<file path="src/hw/rtl/lzwd_pkg.sv">
// Shared types and constants for the LZW variable-width decoder.
package lzwd_pkg;

    localparam int MAX_CODE_BITS = 12;
    localparam int DICT_SIZE     = 1 << MAX_CODE_BITS;
    localparam int STACK_SIZE    = DICT_SIZE + 1;
    localparam int CODE_W        = MAX_CODE_BITS;
    localparam int IDX_W         = MAX_CODE_BITS + 1;
    localparam int WIDTH_W       = 4;
    localparam int ACC_W         = 20;
    localparam int HELD_W        = 5;
    localparam int LIMIT_W       = 25;

    localparam logic [CODE_W-1:0]  CLEAR_CODE  = CODE_W'(256);
    localparam logic [CODE_W-1:0]  END_CODE    = CODE_W'(257);
    localparam logic [CODE_W-1:0]  FIRST_FREE  = CODE_W'(258);
    localparam logic [WIDTH_W-1:0] START_WIDTH = WIDTH_W'(9);
    localparam logic [WIDTH_W-1:0] TOP_WIDTH   = WIDTH_W'(MAX_CODE_BITS);
    localparam logic [LIMIT_W-1:0] LIMIT_RESET = LIMIT_W'(16777216);

    localparam logic [1:0] KIND_PUSH  = 2'd0;
    localparam logic [1:0] KIND_PULL  = 2'd1;
    localparam logic [1:0] KIND_BEGIN = 2'd2;

    typedef enum logic [4:0] {
        ST_IDLE,
        ST_DISPATCH,
        ST_PUSH,
        ST_CLASS,
        ST_WALK_CHK,
        ST_WALK_RD,
        ST_WALK_DAT,
        ST_WALK_END,
        ST_EMIT,
        ST_LAST,
        ST_FIN,
        ST_SETDONE,
        ST_POP_RD,
        ST_POP_DAT,
        ST_BEGIN,
        ST_RESP
    } state_t;

    typedef enum logic [3:0] {
        OP_NONE,
        OP_ACCEPT,
        OP_PUSH,
        OP_CLASS,
        OP_WALK_RD,
        OP_WALK_DAT,
        OP_WALK_END,
        OP_EMIT,
        OP_LAST,
        OP_FIN,
        OP_SETDONE,
        OP_POP_RD,
        OP_POP_DAT,
        OP_BEGIN,
        OP_RESP
    } dp_op_t;

    typedef struct packed {
        dp_op_t op;
    } cmd_t;

    typedef struct packed {
        logic [1:0] kind;
        logic       push_rej;
        logic       code_ready;
        logic       is_end;
        logic       is_clear;
        logic       is_first;
        logic       walk_go;
        logic       last;
        logic       depth_zero;
        logic       in_ended;
        logic       fin_go;
        logic       out_free;
    } status_t;

endpackage

</file>
<file path="src/hw/rtl/lzwd_ctrl.sv">
// Sequencing state machine for the LZW decoder.
module lzwd_ctrl (
    input  logic             clk,
    input  logic             rst_n,
    input  logic             s_tvalid,
    output logic             s_tready,
    input  lzwd_pkg::status_t sts,
    output lzwd_pkg::cmd_t    cmd
);
    import lzwd_pkg::*;

    state_t state_reg, state_next;
    logic   fin_mode_reg, fin_mode_next;
    state_t after_code;

    // where a finished code returns to
    assign after_code = fin_mode_reg ? ST_SETDONE : ST_LAST;

    always_ff @(posedge clk or negedge rst_n)
    begin
        if (!rst_n)
        begin
            state_reg    <= ST_IDLE;
            fin_mode_reg <= 1'b0;
        end
        else
        begin
            state_reg    <= state_next;
            fin_mode_reg <= fin_mode_next;
        end
    end

    always_comb
    begin
        state_next    = state_reg;
        fin_mode_next = fin_mode_reg;
        unique case (state_reg)
            ST_IDLE:     if (s_tvalid) state_next = ST_DISPATCH;
            ST_DISPATCH:
            begin
                priority if (sts.kind == KIND_PUSH) state_next = ST_PUSH;
                else if (sts.kind == KIND_PULL)
                    state_next = sts.depth_zero ? ST_RESP : ST_POP_RD;
                else if (sts.kind == KIND_BEGIN) state_next = ST_BEGIN;
                else state_next = ST_RESP;
            end
            ST_PUSH:
            begin
                priority if (sts.push_rej) state_next = ST_RESP;
                else if (sts.code_ready) state_next = ST_CLASS;
                else state_next = ST_LAST;
            end
            ST_CLASS:
            begin
                priority if (sts.is_end || sts.is_clear) state_next = after_code;
                else if (sts.is_first) state_next = ST_EMIT;
                else state_next = ST_WALK_CHK;
            end
            ST_WALK_CHK: state_next = sts.walk_go ? ST_WALK_RD : ST_WALK_END;
            ST_WALK_RD:  state_next = ST_WALK_DAT;
            ST_WALK_DAT: state_next = ST_WALK_CHK;
            ST_WALK_END: state_next = ST_EMIT;
            ST_EMIT:     state_next = after_code;
            ST_LAST:
                state_next = (sts.last && sts.depth_zero) ? ST_FIN : ST_RESP;
            ST_FIN:
            begin
                if (sts.fin_go)
                begin
                    state_next    = ST_CLASS;
                    fin_mode_next = 1'b1;
                end
                else
                    state_next = ST_SETDONE;
            end
            ST_SETDONE:
            begin
                state_next    = ST_RESP;
                fin_mode_next = 1'b0;
            end
            ST_POP_RD:   state_next = ST_POP_DAT;
            ST_POP_DAT:
                state_next = (sts.depth_zero && sts.in_ended) ? ST_FIN : ST_RESP;
            ST_BEGIN:    state_next = ST_RESP;
            ST_RESP:     if (sts.out_free) state_next = ST_IDLE;
            default:     state_next = ST_IDLE;
        endcase
    end

    always_comb
    begin
        cmd.op   = OP_NONE;
        s_tready = 1'b0;
        unique case (state_reg)
            ST_IDLE:
            begin
                s_tready = 1'b1;
                if (s_tvalid) cmd.op = OP_ACCEPT;
            end
            ST_PUSH:     cmd.op = OP_PUSH;
            ST_CLASS:    cmd.op = OP_CLASS;
            ST_WALK_RD:  cmd.op = OP_WALK_RD;
            ST_WALK_DAT: cmd.op = OP_WALK_DAT;
            ST_WALK_END: cmd.op = OP_WALK_END;
            ST_EMIT:     cmd.op = OP_EMIT;
            ST_LAST:     cmd.op = OP_LAST;
            ST_FIN:      cmd.op = OP_FIN;
            ST_SETDONE:  cmd.op = OP_SETDONE;
            ST_POP_RD:   cmd.op = OP_POP_RD;
            ST_POP_DAT:  cmd.op = OP_POP_DAT;
            ST_BEGIN:    cmd.op = OP_BEGIN;
            ST_RESP:     if (sts.out_free) cmd.op = OP_RESP;
            default:     cmd.op = OP_NONE;
        endcase
    end

    a_accept_leaves_idle: assert property (@(posedge clk) disable iff (!rst_n)
        (s_tvalid && s_tready) |=> !s_tready)
        else $error("ready held after accepted transaction");
    a_fin_mode_scope: assert property (@(posedge clk) disable iff (!rst_n)
        fin_mode_reg |-> (state_reg != ST_IDLE && state_reg != ST_RESP))
        else $error("final-code mode leaked out of processing");
    a_resp_returns: assert property (@(posedge clk) disable iff (!rst_n)
        (cmd.op == OP_RESP) |=> (state_reg == ST_IDLE))
        else $error("result load did not return to idle");

endmodule

</file>
<file path="config.mk">
export PLATFORM = sky130hd
export DESIGN_NAME = lzwd_ctrl
export DESIGN_NICKNAME = d
export VERILOG_FILES = /design/src/hw/rtl/lzwd_pkg.sv /design/src/hw/rtl/lzwd_ctrl.sv
export SDC_FILE = /design/constraint.sdc
export NUM_CORES = 1
export LEC_CHECK = 0
export ABC_AREA = 1
export BUFFER_PORTS_ARGS = -buffer_cell sky130_fd_sc_hd__buf_2
export CORE_UTILIZATION = 35
export DETAILED_ROUTE_END_ITERATION = 8
export HOLD_SLACK_MARGIN = 0.15
export SETUP_SLACK_MARGIN = 0.15
export SYNTH_ARGS = -nofsm -noshare
export SYNTH_HDL_FRONTEND = slang
export SYNTH_SLANG_ARGS = --single-unit
</file>
<file path="constraint.sdc">
create_clock -name clk -period 1.55 [get_ports clk]
set_input_delay 0 -clock clk [delete_from_list [all_inputs] [get_ports clk]]
set_output_delay 0 -clock clk [all_outputs]
set_load 0.02 [all_outputs]
</file>
Word level (Yosys, flattened, before mapping)
Index checks and enable logic that the tools add are counted.
- output and inout port bits: 5
- input bits: 16
- word-level logic and storage cells: 53
- register bits: 6
- eq/ne operators: 20
- reductions and logical operators: 9
- muxes and demuxes: 22
- operators with widths (kind ; number):
    case mux 5 bit (15 select lines) ; 1
    case mux 4 bit (14 select lines) ; 1
    == test 5 x 4 -> 1 bit, second input constant ; 8
    2-to-1 mux 4 bit ; 7
    == test 5 x 3 -> 1 bit, second input constant ; 4
    == test 5 x 2 -> 1 bit, second input constant ; 2
    2-to-1 mux 5 bit ; 2
    2-to-1 mux 2 bit ; 4
    2-to-1 mux 3 bit ; 2
    inequality test 2 bit, second input constant ; 3
    == test 5 x 1 -> 1 bit, second input constant ; 1
    zero test 5 bit ; 1
    2-to-1 mux 1 bit ; 4
    AND reduction 2 bit ; 2
    == test 2 x 1 -> 1 bit, second input constant ; 1
    == test 2 bit, second input constant ; 1
    logical AND 1 bit ; 2
    zero test 2 bit ; 1
    case mux 1 bit (2 select lines) ; 1
    nonzero test 2 bit ; 1
    OR reduction 2 bit ; 1
    logical OR 1 bit ; 1

Logic depth before layout (Yosys ltp)
Gate-level depths: netlist (run 1).
- word-level depth: 5
- depth in mapped cells: 10
- mapped depth without buffers: 9

Worst setup path after synthesis (run 1)
Ideal clock, no wire load.
- kind: register to register
- start point: reg state_reg[2]
- end point: reg state_reg[0]
- buffers on the path: 1
- required time: 1.432 ns
- arrival: 1.062 ns
- cell stages (with the launch flop): 10
- library setup time: 0.118 ns
- path slack: 0.370 ns
- clock period less this slack: 1.180 ns
- path through: dfrtp_1 > buf_6 > nand2_1 > inv_1 > nand2_1 > nand3_1 > nor2_1 > nand2_1 > nand2_1 > nand2_1
- cells in the longest elaborated chain, start to end: 3
- elaborated cells on any way between the ends: 21
- those cells by class: 17 x eq/ne; 1 x mux; 3 x reduce/logical
- ends and longest elaborated chain (what ; RTL line ; source):
    start: declaration ; lzwd_ctrl.sv:12 ; state_t state_reg, state_next;
    start signal: assignment ; lzwd_ctrl.sv:28 ; state_reg <= state_next;
    == test 5 x 4 -> 1 bit or zero test 5 bit (tied branches) ; lzwd_ctrl.sv:37 ; unique case (state_reg)
    OR reduction 2 bit (no line) or inequality test 2 bit (tied branches) ; n/a ;
    case mux 5 bit (15 select lines) or AND reduction 2 bit (tied branches) ; n/a ;
Parallel ways exist; a longest one is shown, timed or not.
A chain may end at the register's enable or synchronous reset.

Worst setup path after layout (run 1)
- start point: reg state_reg[1]
- end point: reg state_reg[0]
Same word-level chain as after synthesis.

==> results of run 1 <==
[layout make-up]
cell class                      instances  share of cell area
Timing Repair Buffer                   40               0.269
Tap cell                               16              0.0196
Inverter                               20              0.0782
Sequential cell                         5               0.126
Clock buffer                            4              0.0257
Multi-Input combinational cell         89               0.482
[how the worst max path moves through the flow]
stage	to	slack (ns)	start
after floorplan	state_reg[0]$_DFFE_PN0P_	0.37	state_reg[2]$_DFFE_PN0P_
after global placement	cmd[2]	0.17	state_reg[2]$_DFFE_PN0P_
after CTS	cmd[2]	0.12	state_reg[1]$_DFFE_PN0P_
final	state_reg[0]$_DFFE_PN0P_	0.09	state_reg[1]$_DFFE_PN0P_
after global routing	state_reg[0]$_DFFE_PN0P_	0.02	state_reg[1]$_DFFE_PN0P_
after detailed placement	cmd[2]	0.18	state_reg[2]$_DFFE_PN0P_
[through the flow]
step / instance area (um^2) / total power, W
2_1_floorplan: 599 / 0.00117
3_3_place_gp: 708 / 0.00146
3_5_place_dp: 708 / 0.00145
4_1_cts: 918 / 0.00193
5_1_grt: 1020 / 0.00247
6_report: 1020 / 0.00231
[metal layers]
layer  track usage  routed length (um)  up-vias  share of wire
li1              -                   -      444              -
met1         0.285                 901      376           0.40
met2         0.400                1120       45           0.50
met3        0.0417                 112       15          0.050
met4         0.119                 117        0          0.052
met5             0                   0        -              0
[worst reg2reg max path: cells and delay by family, from the launching register on]
family	cells	cell delay (ns)
buffers and inverters	2	0.18
flip-flops	1	0.49
AND/OR/NAND/NOR	7	0.67
[logic make-up (layout without fill, tap and decap cells)]
group	count (synthesis)	count (layout)	synth area share
compound gates	11	11	0.106
simple gates	78	78	0.541
flops	5	5	0.209
buf+inv	21	64	0.144
[power by group through the flow]
stage	Combinational, W	Sequential (W)	Clock [W]
global placement	0.00116	0.000296	0
detailed placement	0.00115	0.000297	0
floorplan	0.000903	0.000263	0
finish	0.00180	0.000362	0.000147
CTS	0.00142	0.000351	0.000153
global route	0.00194	0.000372	0.000165
[placed cells by master, fill, tap and decap left out]
cell type                       count
sky130_fd_sc_hd__a211o_1            1
sky130_fd_sc_hd__a21oi_1            2
sky130_fd_sc_hd__and3_4             1
sky130_fd_sc_hd__buf_2             17
sky130_fd_sc_hd__buf_4             16
sky130_fd_sc_hd__clkbuf_1           1
sky130_fd_sc_hd__clkbuf_4           3
sky130_fd_sc_hd__dfrtp_1            2
sky130_fd_sc_hd__dfrtp_2            3
sky130_fd_sc_hd__dlygate4sd3_1      7
sky130_fd_sc_hd__inv_1             13
sky130_fd_sc_hd__inv_2              5
sky130_fd_sc_hd__inv_4              2
sky130_fd_sc_hd__nand2_1           27
sky130_fd_sc_hd__nand2_2            5
sky130_fd_sc_hd__nand2_4            6
sky130_fd_sc_hd__nand3_1           11
sky130_fd_sc_hd__nand3_2            1
sky130_fd_sc_hd__nand4_1            2
sky130_fd_sc_hd__nor2_1            16
sky130_fd_sc_hd__nor2_2             3
sky130_fd_sc_hd__nor2_4             5
sky130_fd_sc_hd__nor3_1             1
sky130_fd_sc_hd__o211ai_1           2
sky130_fd_sc_hd__o21ai_0            5
sky130_fd_sc_hd__o21ai_1            1
[repair_timing]
action,in CTS,in global routing
hold endpoints to repair,10,0
hold buffers,7,0
setup endpoints to repair,4,8
pin swaps,3,7
buffers inserted,6,7
gates resized for setup,25,18
==> impl_summary.txt, run 1 <==
----------------------------------------------------
[Worst hold path]
  Hold Path Sink ... state_reg[3]$_DFFE_PN0P_
  WHS Path Cells ... 6
  Worst Min Path Start ... sts[9]
  Worst min-delay path class ... in2reg

[GRT]
  Number of antenna violations at the first check in global routing ... 0
  GRT Overall Usage ... 0.235
  Total congestion overflow after global routing ... 0
  Pin count of the biggest net entering global routing ... 7
  Vias in the first global route ... 804
  Wire length of the first global-routing pass ... 3.31 mm

[Power]
  Combinational group share of total power ... 0.779
  Part of the total power dissipated in sequential elements ... 0.157
  Worst voltage drop across the vdd grid ... 1.09 mV
  Leakage power total ... 0.614 nW
  P_sw ... 0.00125 W
  Internal power contribution ... 0.00105 W
  PD cells ... 2250 nW/um^2
  Fraction of power spent switching nets ... 0.543
  Share of power burned in the clock network ... 0.064

[Cells and area]
  Area of all sequential standard cells ... 129 um^2
  Antenna diode count ... 0
  Non-filler instance count after layout ... 174
  Number of flip-flops under the largest register name ... 4
  End-of-flow core utilization ... 0.657
  Synth-to-layout area growth ... 70.8%
  Number of nets in the layout ... 175
  Layout fillers ... 131
  Ratio of cells with drive above 1 in the final layout ... 0.424
  Area of the multi-input gates ... 493 um^2

[Timing]
  Worst slew margin relative to its limit ... 0.817
  Final Hold Vio Count ... 0
  Post-Route Hold Slack ... 0.181 ns
  Achievable clock frequency ... 0.684 GHz
  RSZ-0062 raised after global routing ... yes
  Transition time at the pin with the least slew margin ... 0.272 ns
  Final Cycle Share ... 0.943
  Setup tns final ... 0 ns
  Fin. max-slew vios ... 0
  Minimum setup slack in the final design ... 0.0877 ns
  Final setup violation count ... 0
  Post-layout minimum cycle time ... 1.46 ns
  Worst Skew ... 0.00236 ns

[Detailed routing]
  Final ANT Viol Nets ... 0
  Total wirelength of the detailed-routed design ... 2.25 mm
  Post-detailed-route DRC marker count ... 2
  Number of vias in the routed layout ... 880
  Ratio of routed vias to standard cells ... 5.06
  Number of search-and-repair iterations in the first detailed-routing pass ... 6
  Initial drt markers ... 32
  Average wire length per cell after detail routing ... 12.9 um

[Synth]
  Most common cell in the netlist ... sky130_fd_sc_hd__nand2_1
  Area share of the leading cell type in the synthesized netlist ... 0.225
  Primary flip-flop cell chosen by synthesis mapping ... sky130_fd_sc_hd__dfrtp_1
  Synth area leader ... sky130_fd_sc_hd__nand2_1
  Number of distinct library cells after synthesis ... 16
  Synthesized net count ... 131
  Cell types occupying the most area after synthesis ... sky130_fd_sc_hd__nand2_1, sky130_fd_sc_hd__dfrtp_1, sky130_fd_sc_hd__nor2_1
  Ranking of synthesized cells by instance count ... sky130_fd_sc_hd__nand2_1, sky130_fd_sc_hd__nor2_1, sky130_fd_sc_hd__inv_1
  Number of enable flip-flop cells after synthesis ... 0
  Cells after synthesis ... 115
  Area of the mapped netlist ... 599 um^2
  Sequential cell area fraction in the yosys report ... 0.209
  Flip-flop and latch count after synthesis ... 5
  Synthesis Warnings ... 0
  Average cell area after synthesis ... 5.21 um^2
  Share of flip-flops with an asynchronous set or reset ... 1.00

[Floorplan]
  Total I/O pin count ... 21
  Overall die height ... 43.4 um
  Width of the chip ... 43.4 um
  Initial standard-cell utilization of the core ... 0.384
  Die area ... 1880 um^2
  Floorplan Core Area ... 1560 um^2
  Placement row count ... 14

[Place]
  Placed wire-length estimate ... 1.44 mm
  Count of input and output buffers ... 20
  Setup slack after placement ... 0.181 ns
  Weighted congestion at the end of routability-driven global placement ... 1.03
  Placed Instances ... 150

[Worst setup path]
  Crit path kind ... reg2reg
  Nature of the critical path endpoint ... register
  Crit Path Max Fanout ... 6
  Buffers & Inverters on Critical Path ... 2
  Reg-to-reg critical path startpoint ... state_reg[1]$_DFFE_PN0P_
  Startpoint class of the critical path ... register
  Arrival time worst endpoint ... 1.59 ns
  Reg2reg setup slack ... 0.09 ns
  Peak per-stage delay on the critical path ... 0.49 ns
  Total number of cells along the worst setup path ... 9
  Chain of cells forming the critical path ... nand2_4 > buf_4 > inv_1 > nand3_1 > nand2_1 > nor2_1 > nand2_1 > nand2_1 > nand2_1
  Delay-heaviest family, CP ... simple AND/OR/NAND/NOR gates
  Endpoint required time on the critical path ... 1.68 ns
  Critical register-to-register path endpoint ... state_reg[0]$_DFFE_PN0P_
  Count of cells along the worst register-to-register path ... 9
  Cell at the slowest stage of the critical path ... sky130_fd_sc_hd__dfrtp_2
  Library cell appearing most often on the critical path ... sky130_fd_sc_hd__nand2_1

[Status]
  Failing checks ... design-rule violations
  Run status ... finished, violations left

[Clocking]
  Maximum clock insertion buffer count ... 2
  Clock-pin slew on the worst setup and hold paths ... 0.04 ns
  CTS Buf Count ... 3
  Number of clock sinks ... 5
  Clock Root Buffer ... sky130_fd_sc_hd__clkbuf_4
  CTS tree ... done
  CTS H-tree lvls ... 1
  Latest clock arrival within the worst-skew pair ... 0.24 ns

[Job]
  Max-cap violations ... 0

----------------------------------------------------
Power figures use the tool's default switching activity.
==> run 2, diff against run 1 <==
SLEW_MARGIN = 20   (was default)
clock period = 1.5 ns   (was 1.55 ns; I/O delays follow)
==> run 2 against run 1 <==
The flow still finishes with violations (design-rule violations). Non-clock buffer count unchanged. Utilization grew 1.2 points. Highest routed layer unchanged. Wire length is 5.4% higher. First-iteration DRC count up 47%.
==> impl_summary.txt, run 2 (synthesis gave the netlist of run 1 again) <==
----------------------------------------------------
[Cells and area]
  Non-filler instance count after layout ... 174
  Layout fillers ... 137
  Ratio of cells with drive above 1 in the final layout ... 0.449
  Number of flip-flops under the largest register name ... 4
  Commonest non-fill, non-tap cell in the layout ... sky130_fd_sc_hd__nand2_1
  Synth-to-layout area growth ... 73.9%
  Top library cells by usage in the layout, fill and taps aside ... sky130_fd_sc_hd__nand2_1, sky130_fd_sc_hd__buf_2, sky130_fd_sc_hd__nor2_1, sky130_fd_sc_hd__buf_4, sky130_fd_sc_hd__inv_1
  Antenna diode count ... 0
  Number of nets in the layout ... 175
  Non-Filler Cell Area, Final ... 1040 um^2

[GRT]
  Total congestion overflow after global routing ... 0
  GRT Overall Usage ... 0.255
  Pin count of the biggest net entering global routing ... 7
  Number of antenna violations at the first check in global routing ... 0
  Wire length of the first global-routing pass ... 3.58 mm
  Vias in the first global route ... 859

[Clocking]
  CTS tree ... done
  Clock Root Buffer ... sky130_fd_sc_hd__clkbuf_4
  CTS Buf Count ... 3
  Number of clock sinks ... 5
  CTS H-tree lvls ... 1
  Clock-pin slew on the worst setup and hold paths ... 0.04 ns
  Latest clock arrival within the worst-skew pair ... 0.24 ns
  Maximum clock insertion buffer count ... 2

[Floorplan]
  Total I/O pin count ... 21
  Die area ... 1880 um^2
  Initial standard-cell utilization of the core ... 0.384
  Placement row count ... 14
  Width of the chip ... 43.4 um
  Overall die height ... 43.4 um
  Floorplan Core Area ... 1560 um^2

[Place]
  Placed cell areas ... 708 um^2
  Setup slack after placement ... 0.131 ns
  Placed Instances ... 150
  Placed wire-length estimate ... 1.44 mm
  Count of input and output buffers ... 20
  Weighted congestion at the end of routability-driven global placement ... 1.03

[Timing]
  Final Hold Vio Count ... 0
  RSZ-0062 raised after global routing ... yes
  Transition time at the pin with the least slew margin ... 0.237 ns
  Fin. max-slew vios ... 0
  Post-Route Hold Slack ... 0.154 ns
  Worst Skew ... 0.00324 ns
  Post-layout minimum cycle time ... 1.46 ns
  Final setup violation count ... 0
  Minimum setup slack in the final design ... 0.0427 ns
  Worst slew margin relative to its limit ... 0.841
  Achievable clock frequency ... 0.686 GHz
  Final Cycle Share ... 0.972

[Detailed routing]
  Post-detailed-route DRC marker count ... 2
  Average wire length per cell after detail routing ... 13.6 um
  Number of search-and-repair iterations in the first detailed-routing pass ... 6
  Final ANT Viol Nets ... 0
  Total wirelength of the detailed-routed design ... 2.37 mm
  Initial drt markers ... 47
  Number of vias in the routed layout ... 923
  Ratio of routed vias to standard cells ... 5.30

[Power]
  Worst voltage drop across the vdd grid ... 1.11 mV
  Leakage power total ... 0.621 nW
  PD cells ... 2380 nW/um^2

[Worst setup path]
  Nature of the critical path endpoint ... register
  Crit path kind ... reg2reg
  Arrival time worst endpoint ... 1.58 ns
  Startpoint class of the critical path ... register
  Endpoint required time on the critical path ... 1.62 ns
  Crit Path Max Fanout ... 6

[Status]
  Run status ... finished, violations left
  Failing checks ... design-rule violations

[Worst hold path]
  Worst min-delay path class ... in2reg

[Job]
  Max-cap violations ... 0

----------------------------------------------------
-- run 2: cell counts in the layout (fill, tap and decap cells not counted) --
No cell type changed its count.
-- run 2: stage by stage --
stage / power [W] / utilization / TNS, ns
2_1_floorplan: 0.00120 / - / 0
3_3_place_gp: 0.00151 / 0.454 / 0
3_5_place_dp: 0.00150 / 0.454 / 0
4_1_cts: 0.00211 / 0.612 / 0
5_1_grt: 0.00266 / 0.669 / -0.0373
6_report: 0.00248 / 0.669 / 0
-- run 2: timing repair --
item / in CTS / in global routing
pin swaps: 7 / 8
setup buffers: 8 / 5
endpoints found under the hold margin: 10 / 0
setup endpoints to repair: 5 / 9
resized for setup: 33 / 17
hold buffers: 7 / 0
-- run 2: cell type report --
class,instances,area [um^2],share of cell area
tap,16,20.0,0.0192
timing repair buffer,40,283,0.271
multi-input combinational,89,505,0.485
inverter,20,77.6,0.0744
clock buffer,4,26.3,0.0252
sequential,5,130,0.125
-- run 2: worst paths after layout --
path / cells past startpoint / slack, ns / from / endpoint
max in group asynchronous: 3 / 0.56 / rst_n / state_reg[3]$_DFFE_PN0P_
min: 5 / 0.15 / sts[12] / state_reg[2]$_DFFE_PN0P_
max: 9 / 0.04 / state_reg[1]$_DFFE_PN0P_ / state_reg[0]$_DFFE_PN0P_
min in group asynchronous: 3 / 0.72 / rst_n / state_reg[1]$_DFFE_PN0P_
min reg2reg: 2 / 0.51 / fin_mode_reg$_DFFE_PN0P_ / fin_mode_reg$_DFFE_PN0P_
max reg2reg: 9 / 0.04 / state_reg[1]$_DFFE_PN0P_ / state_reg[0]$_DFFE_PN0P_
-- run 2: power breakdown --
| part | total (W) | internal, W | switching (W) |
|---|---|---|---|
| Sequential | 0.000382 | 0.000226 | 0.000156 |
| Combinational | 0.00194 | 0.000806 | 0.00114 |
| Clock | 0.000151 | 0.000100 | 0.0000511 |
| Total | 0.00248 | 0.00113 | 0.00134 |
-- run 2: worst max-delay path: stages, from the launching register on --
cell and delay, ns:
sky130_fd_sc_hd__dfrtp_2 0.49, sky130_fd_sc_hd__nand2_4 0.13, sky130_fd_sc_hd__buf_4 0.12, sky130_fd_sc_hd__inv_2 0.06, sky130_fd_sc_hd__nand3_1 0.11, sky130_fd_sc_hd__nand2_1 0.06, sky130_fd_sc_hd__nor2_1 0.16, sky130_fd_sc_hd__nand2_1 0.10
sky130_fd_sc_hd__nand2_1 0.07, sky130_fd_sc_hd__nand2_1 0.04
-- run 2: layer usage --
metal  up-vias  global-route usage  part of all wire
li1        448                   -                 -
met1       406               0.290              0.38
met2        57               0.458              0.52
met3        12              0.0375             0.063
met4         0               0.131             0.041
met5         -                   0                 0
==> run 3, diff against run 2 <==
ABC_AREA = default   (was 1)
==> run 3 against run 2 <==
The flow finishes with violations (negative setup slack). Via count shrank 14%. Fmax shrank 3.4%. Design area is the same. Synthesized cell count shrank 26%. Area after synthesis shrank 0.42%. Non-clock buffer count grew 4. Sequential cell count is the same. Utilization grew 0.76 points. Wire length shrank 9.2%. Critical endpoint unchanged.
==> impl_summary.txt, run 3 <==
----------------------------------------------------
[Synth]
  Synthesized net count ... 101
  Number of distinct library cells after synthesis ... 36
  Share of flip-flops with an asynchronous set or reset ... 1.00
  Cells after synthesis ... 85
  Synth area leader ... sky130_fd_sc_hd__dfrtp_1
  Sequential cell area fraction in the yosys report ... 0.210
  Cell types occupying the most area after synthesis ... sky130_fd_sc_hd__dfrtp_1, sky130_fd_sc_hd__nor2_1, sky130_fd_sc_hd__nand2_1
  Primary flip-flop cell chosen by synthesis mapping ... sky130_fd_sc_hd__dfrtp_1
  Number of enable flip-flop cells after synthesis ... 0
  Ranking of synthesized cells by instance count ... sky130_fd_sc_hd__nor2_1, sky130_fd_sc_hd__nand2_1, sky130_fd_sc_hd__a21oi_1, sky130_fd_sc_hd__dfrtp_1
  Area share of the leading cell type in the synthesized netlist ... 0.210
  Flip-flop and latch count after synthesis ... 5
  Synthesis Warnings ... 0
  Most common cell in the netlist ... sky130_fd_sc_hd__nor2_1
  Area of the mapped netlist ... 597 um^2
  Average cell area after synthesis ... 7.02 um^2

[Floorplan]
  Total I/O pin count ... 21
  Initial standard-cell utilization of the core ... 0.387
  Placement row count ... 14
  Overall die height ... 43.3 um
  Die area ... 1870 um^2
  Width of the chip ... 43.3 um
  Floorplan Core Area ... 1540 um^2

[Clocking]
  Latest clock arrival within the worst-skew pair ... 0.25 ns
  CTS H-tree lvls ... 1
  Maximum clock insertion buffer count ... 2
  CTS Buf Count ... 3
  CTS tree ... done
  Clock Root Buffer ... sky130_fd_sc_hd__clkbuf_4
  Number of clock sinks ... 5
  Clock-pin slew on the worst setup and hold paths ... 0.05 ns

[GRT]
  Vias in the first global route ... 751
  Total congestion overflow after global routing ... 0
  Pin count of the biggest net entering global routing ... 14
  Number of antenna violations at the first check in global routing ... 0
  Wire length of the first global-routing pass ... 3.42 mm
  GRT Overall Usage ... 0.247

[Timing]
  Transition time at the pin with the least slew margin ... 0.372 ns
  Minimum setup slack in the final design ... -0.00795 ns
  RSZ-0062 raised after global routing ... yes
  Post-layout minimum cycle time ... 1.51 ns
  Final Hold Vio Count ... 0
  Final Cycle Share ... 1.01
  Final setup violation count ... 1
  Post-Route Hold Slack ... 0.179 ns
  Achievable clock frequency ... 0.663 GHz
  Worst slew margin relative to its limit ... 0.750
  Worst Skew ... 0.00244 ns
  Fin. max-slew vios ... 0

[Cells and area]
  Number of flip-flops under the largest register name ... 4
  Antenna diode count ... 0
  Area of the multi-input gates ... 518 um^2
  Ratio of cells with drive above 1 in the final layout ... 0.532
  Area of all sequential standard cells ... 129 um^2
  Top library cells by usage in the layout, fill and taps aside ... sky130_fd_sc_hd__buf_2, sky130_fd_sc_hd__buf_4, sky130_fd_sc_hd__nor2_1, sky130_fd_sc_hd__nand2_1, sky130_fd_sc_hd__buf_6
  Number of nets in the layout ... 141
  Synth-to-layout area growth ... 74.6%
  Non-filler instance count after layout ... 140
  Layout fillers ... 136

[Detailed routing]
  Initial drt markers ... 17
  Routed length on met3 ... 65 um
  Total wirelength of the detailed-routed design ... 2.15 mm
  Ratio of routed vias to standard cells ... 5.65
  Number of search-and-repair iterations in the first detailed-routing pass ... 2
  Average wire length per cell after detail routing ... 15.4 um
  Post-detailed-route DRC marker count ... 0
  Highest layer used for signal routing ... met4
  Met2 wirelength from detailed routing ... 1.04 mm
  Met1 Wirelength ... 975 um
  Number of vias in the routed layout ... 791
  Final ANT Viol Nets ... 0

[Power]
  PD cells ... 2440 nW/um^2
  Leakage power total ... 0.448 nW
  Worst voltage drop across the vdd grid ... 1.13 mV

[Worst setup path]
  Nature of the critical path endpoint ... register
  Endpoint required time on the critical path ... 1.62 ns
  Reg2reg setup slack ... -0.008 ns
  Startpoint class of the critical path ... register
  Crit Path Max Fanout ... 4
  Arrival time worst endpoint ... 1.63 ns
  Crit path kind ... reg2reg
  Count of cells along the worst register-to-register path ... 5

[Worst hold path]
  WHS Path Cells ... 5
  Worst min-delay path class ... in2reg

[Status]
  Run status ... finished, violations left
  Failing checks ... negative setup slack

[Job]
  Max-cap violations ... 0

[Place]
  Setup slack after placement ... 0.0397 ns
  Count of input and output buffers ... 20
  Placed wire-length estimate ... 1.37 mm
  Placed Instances ... 124
  Weighted congestion at the end of routability-driven global placement ... 0.884

----------------------------------------------------
==> run 3: cell count changes after synthesis, moves of 4 or more <==
cell | previous run | this run
sky130_fd_sc_hd__nand2b_1 | 0 | 4
sky130_fd_sc_hd__nand3_1 | 12 | 0
sky130_fd_sc_hd__buf_2 | 0 | 4
sky130_fd_sc_hd__nand2_1 | 36 | 10
sky130_fd_sc_hd__inv_1 | 18 | 3
sky130_fd_sc_hd__nor2_1 | 23 | 13
==> run 3: cell families (layout without fill, tap and decap cells) <==
kind of cell / after synthesis / after routing / share of synthesized area
AO/OA/AOI/OAI: 30 / 30 / 0.369
buffers and inverters: 12 / 51 / 0.0964
flip-flops: 5 / 5 / 0.210
multiplexers: 1 / 1 / 0.0168
AND/OR/NAND/NOR: 37 / 37 / 0.308
==> run 3: routing by layer <==
layer	vias to the layer above	GRT usage
li1	395	-
met1	373	0.330
met2	17	0.361
met3	6	0.0468
met4	0	0.152
met5	-	0
==> run 3: worst paths after layout <==
kind                                     startpoint                  endpoint
max in group asynchronous                     rst_n  state_reg[2]$_DFFE_PN0P_
min                                         sts[10]  state_reg[2]$_DFFE_PN0P_
max                        state_reg[1]$_DFFE_PN0P_  state_reg[0]$_DFFE_PN0P_
max reg2reg                state_reg[1]$_DFFE_PN0P_  state_reg[0]$_DFFE_PN0P_
min in group asynchronous                     rst_n  state_reg[1]$_DFFE_PN0P_
min reg2reg                fin_mode_reg$_DFFE_PN0P_  fin_mode_reg$_DFFE_PN0P_
==> run 3: final cells by class <==
cell class / instances / area share
timing repair buffer: 44 / 0.324
sequential: 5 / 0.124
multi-input combinational: 68 / 0.497
clock buffer: 4 / 0.0252
tap: 16 / 0.0192
inverter: 3 / 0.0108
==> run 3: report_power, final <==
| part | switching, W | total (W) | internal [W] |
|---|---|---|---|
| combinational | 0.00107 | 0.00208 | 0.00101 |
| clock | 0.0000647 | 0.000166 | 0.000101 |
| sequential | 0.0000832 | 0.000300 | 0.000217 |
==> run 3: stage by stage <==
step / power [W] / TNS, ns / area, um^2 / util
after floorplan: 0.00132 / 0 / 619 / -
after global placement: 0.00174 / 0 / 782 / 0.507
after detailed placement: 0.00175 / 0 / 782 / 0.507
after CTS: 0.00227 / 0 / 967 / 0.627
after global routing: 0.00272 / -0.0995 / 1040 / 0.676
final: 0.00254 / -0.00795 / 1040 / 0.676
==> run 3: critical path, cell delays in order, from the launching register on <==
cell and delay (ns):
sky130_fd_sc_hd__dfrtp_2 0.43, sky130_fd_sc_hd__buf_4 0.14, sky130_fd_sc_hd__nor4bb_1 0.32, sky130_fd_sc_hd__a211oi_2 0.11, sky130_fd_sc_hd__a221oi_2 0.32, sky130_fd_sc_hd__a221oi_2 0.06
==> run 3: what timing repair did <==
action	in CTS	in global routing
endpoints found under the setup margin	9	10
hold endpoints to repair	7	0
hold buffers	5	0
cloned	0	0
buffers inserted	5	2
pin swaps	9	10
resized for setup	21	17
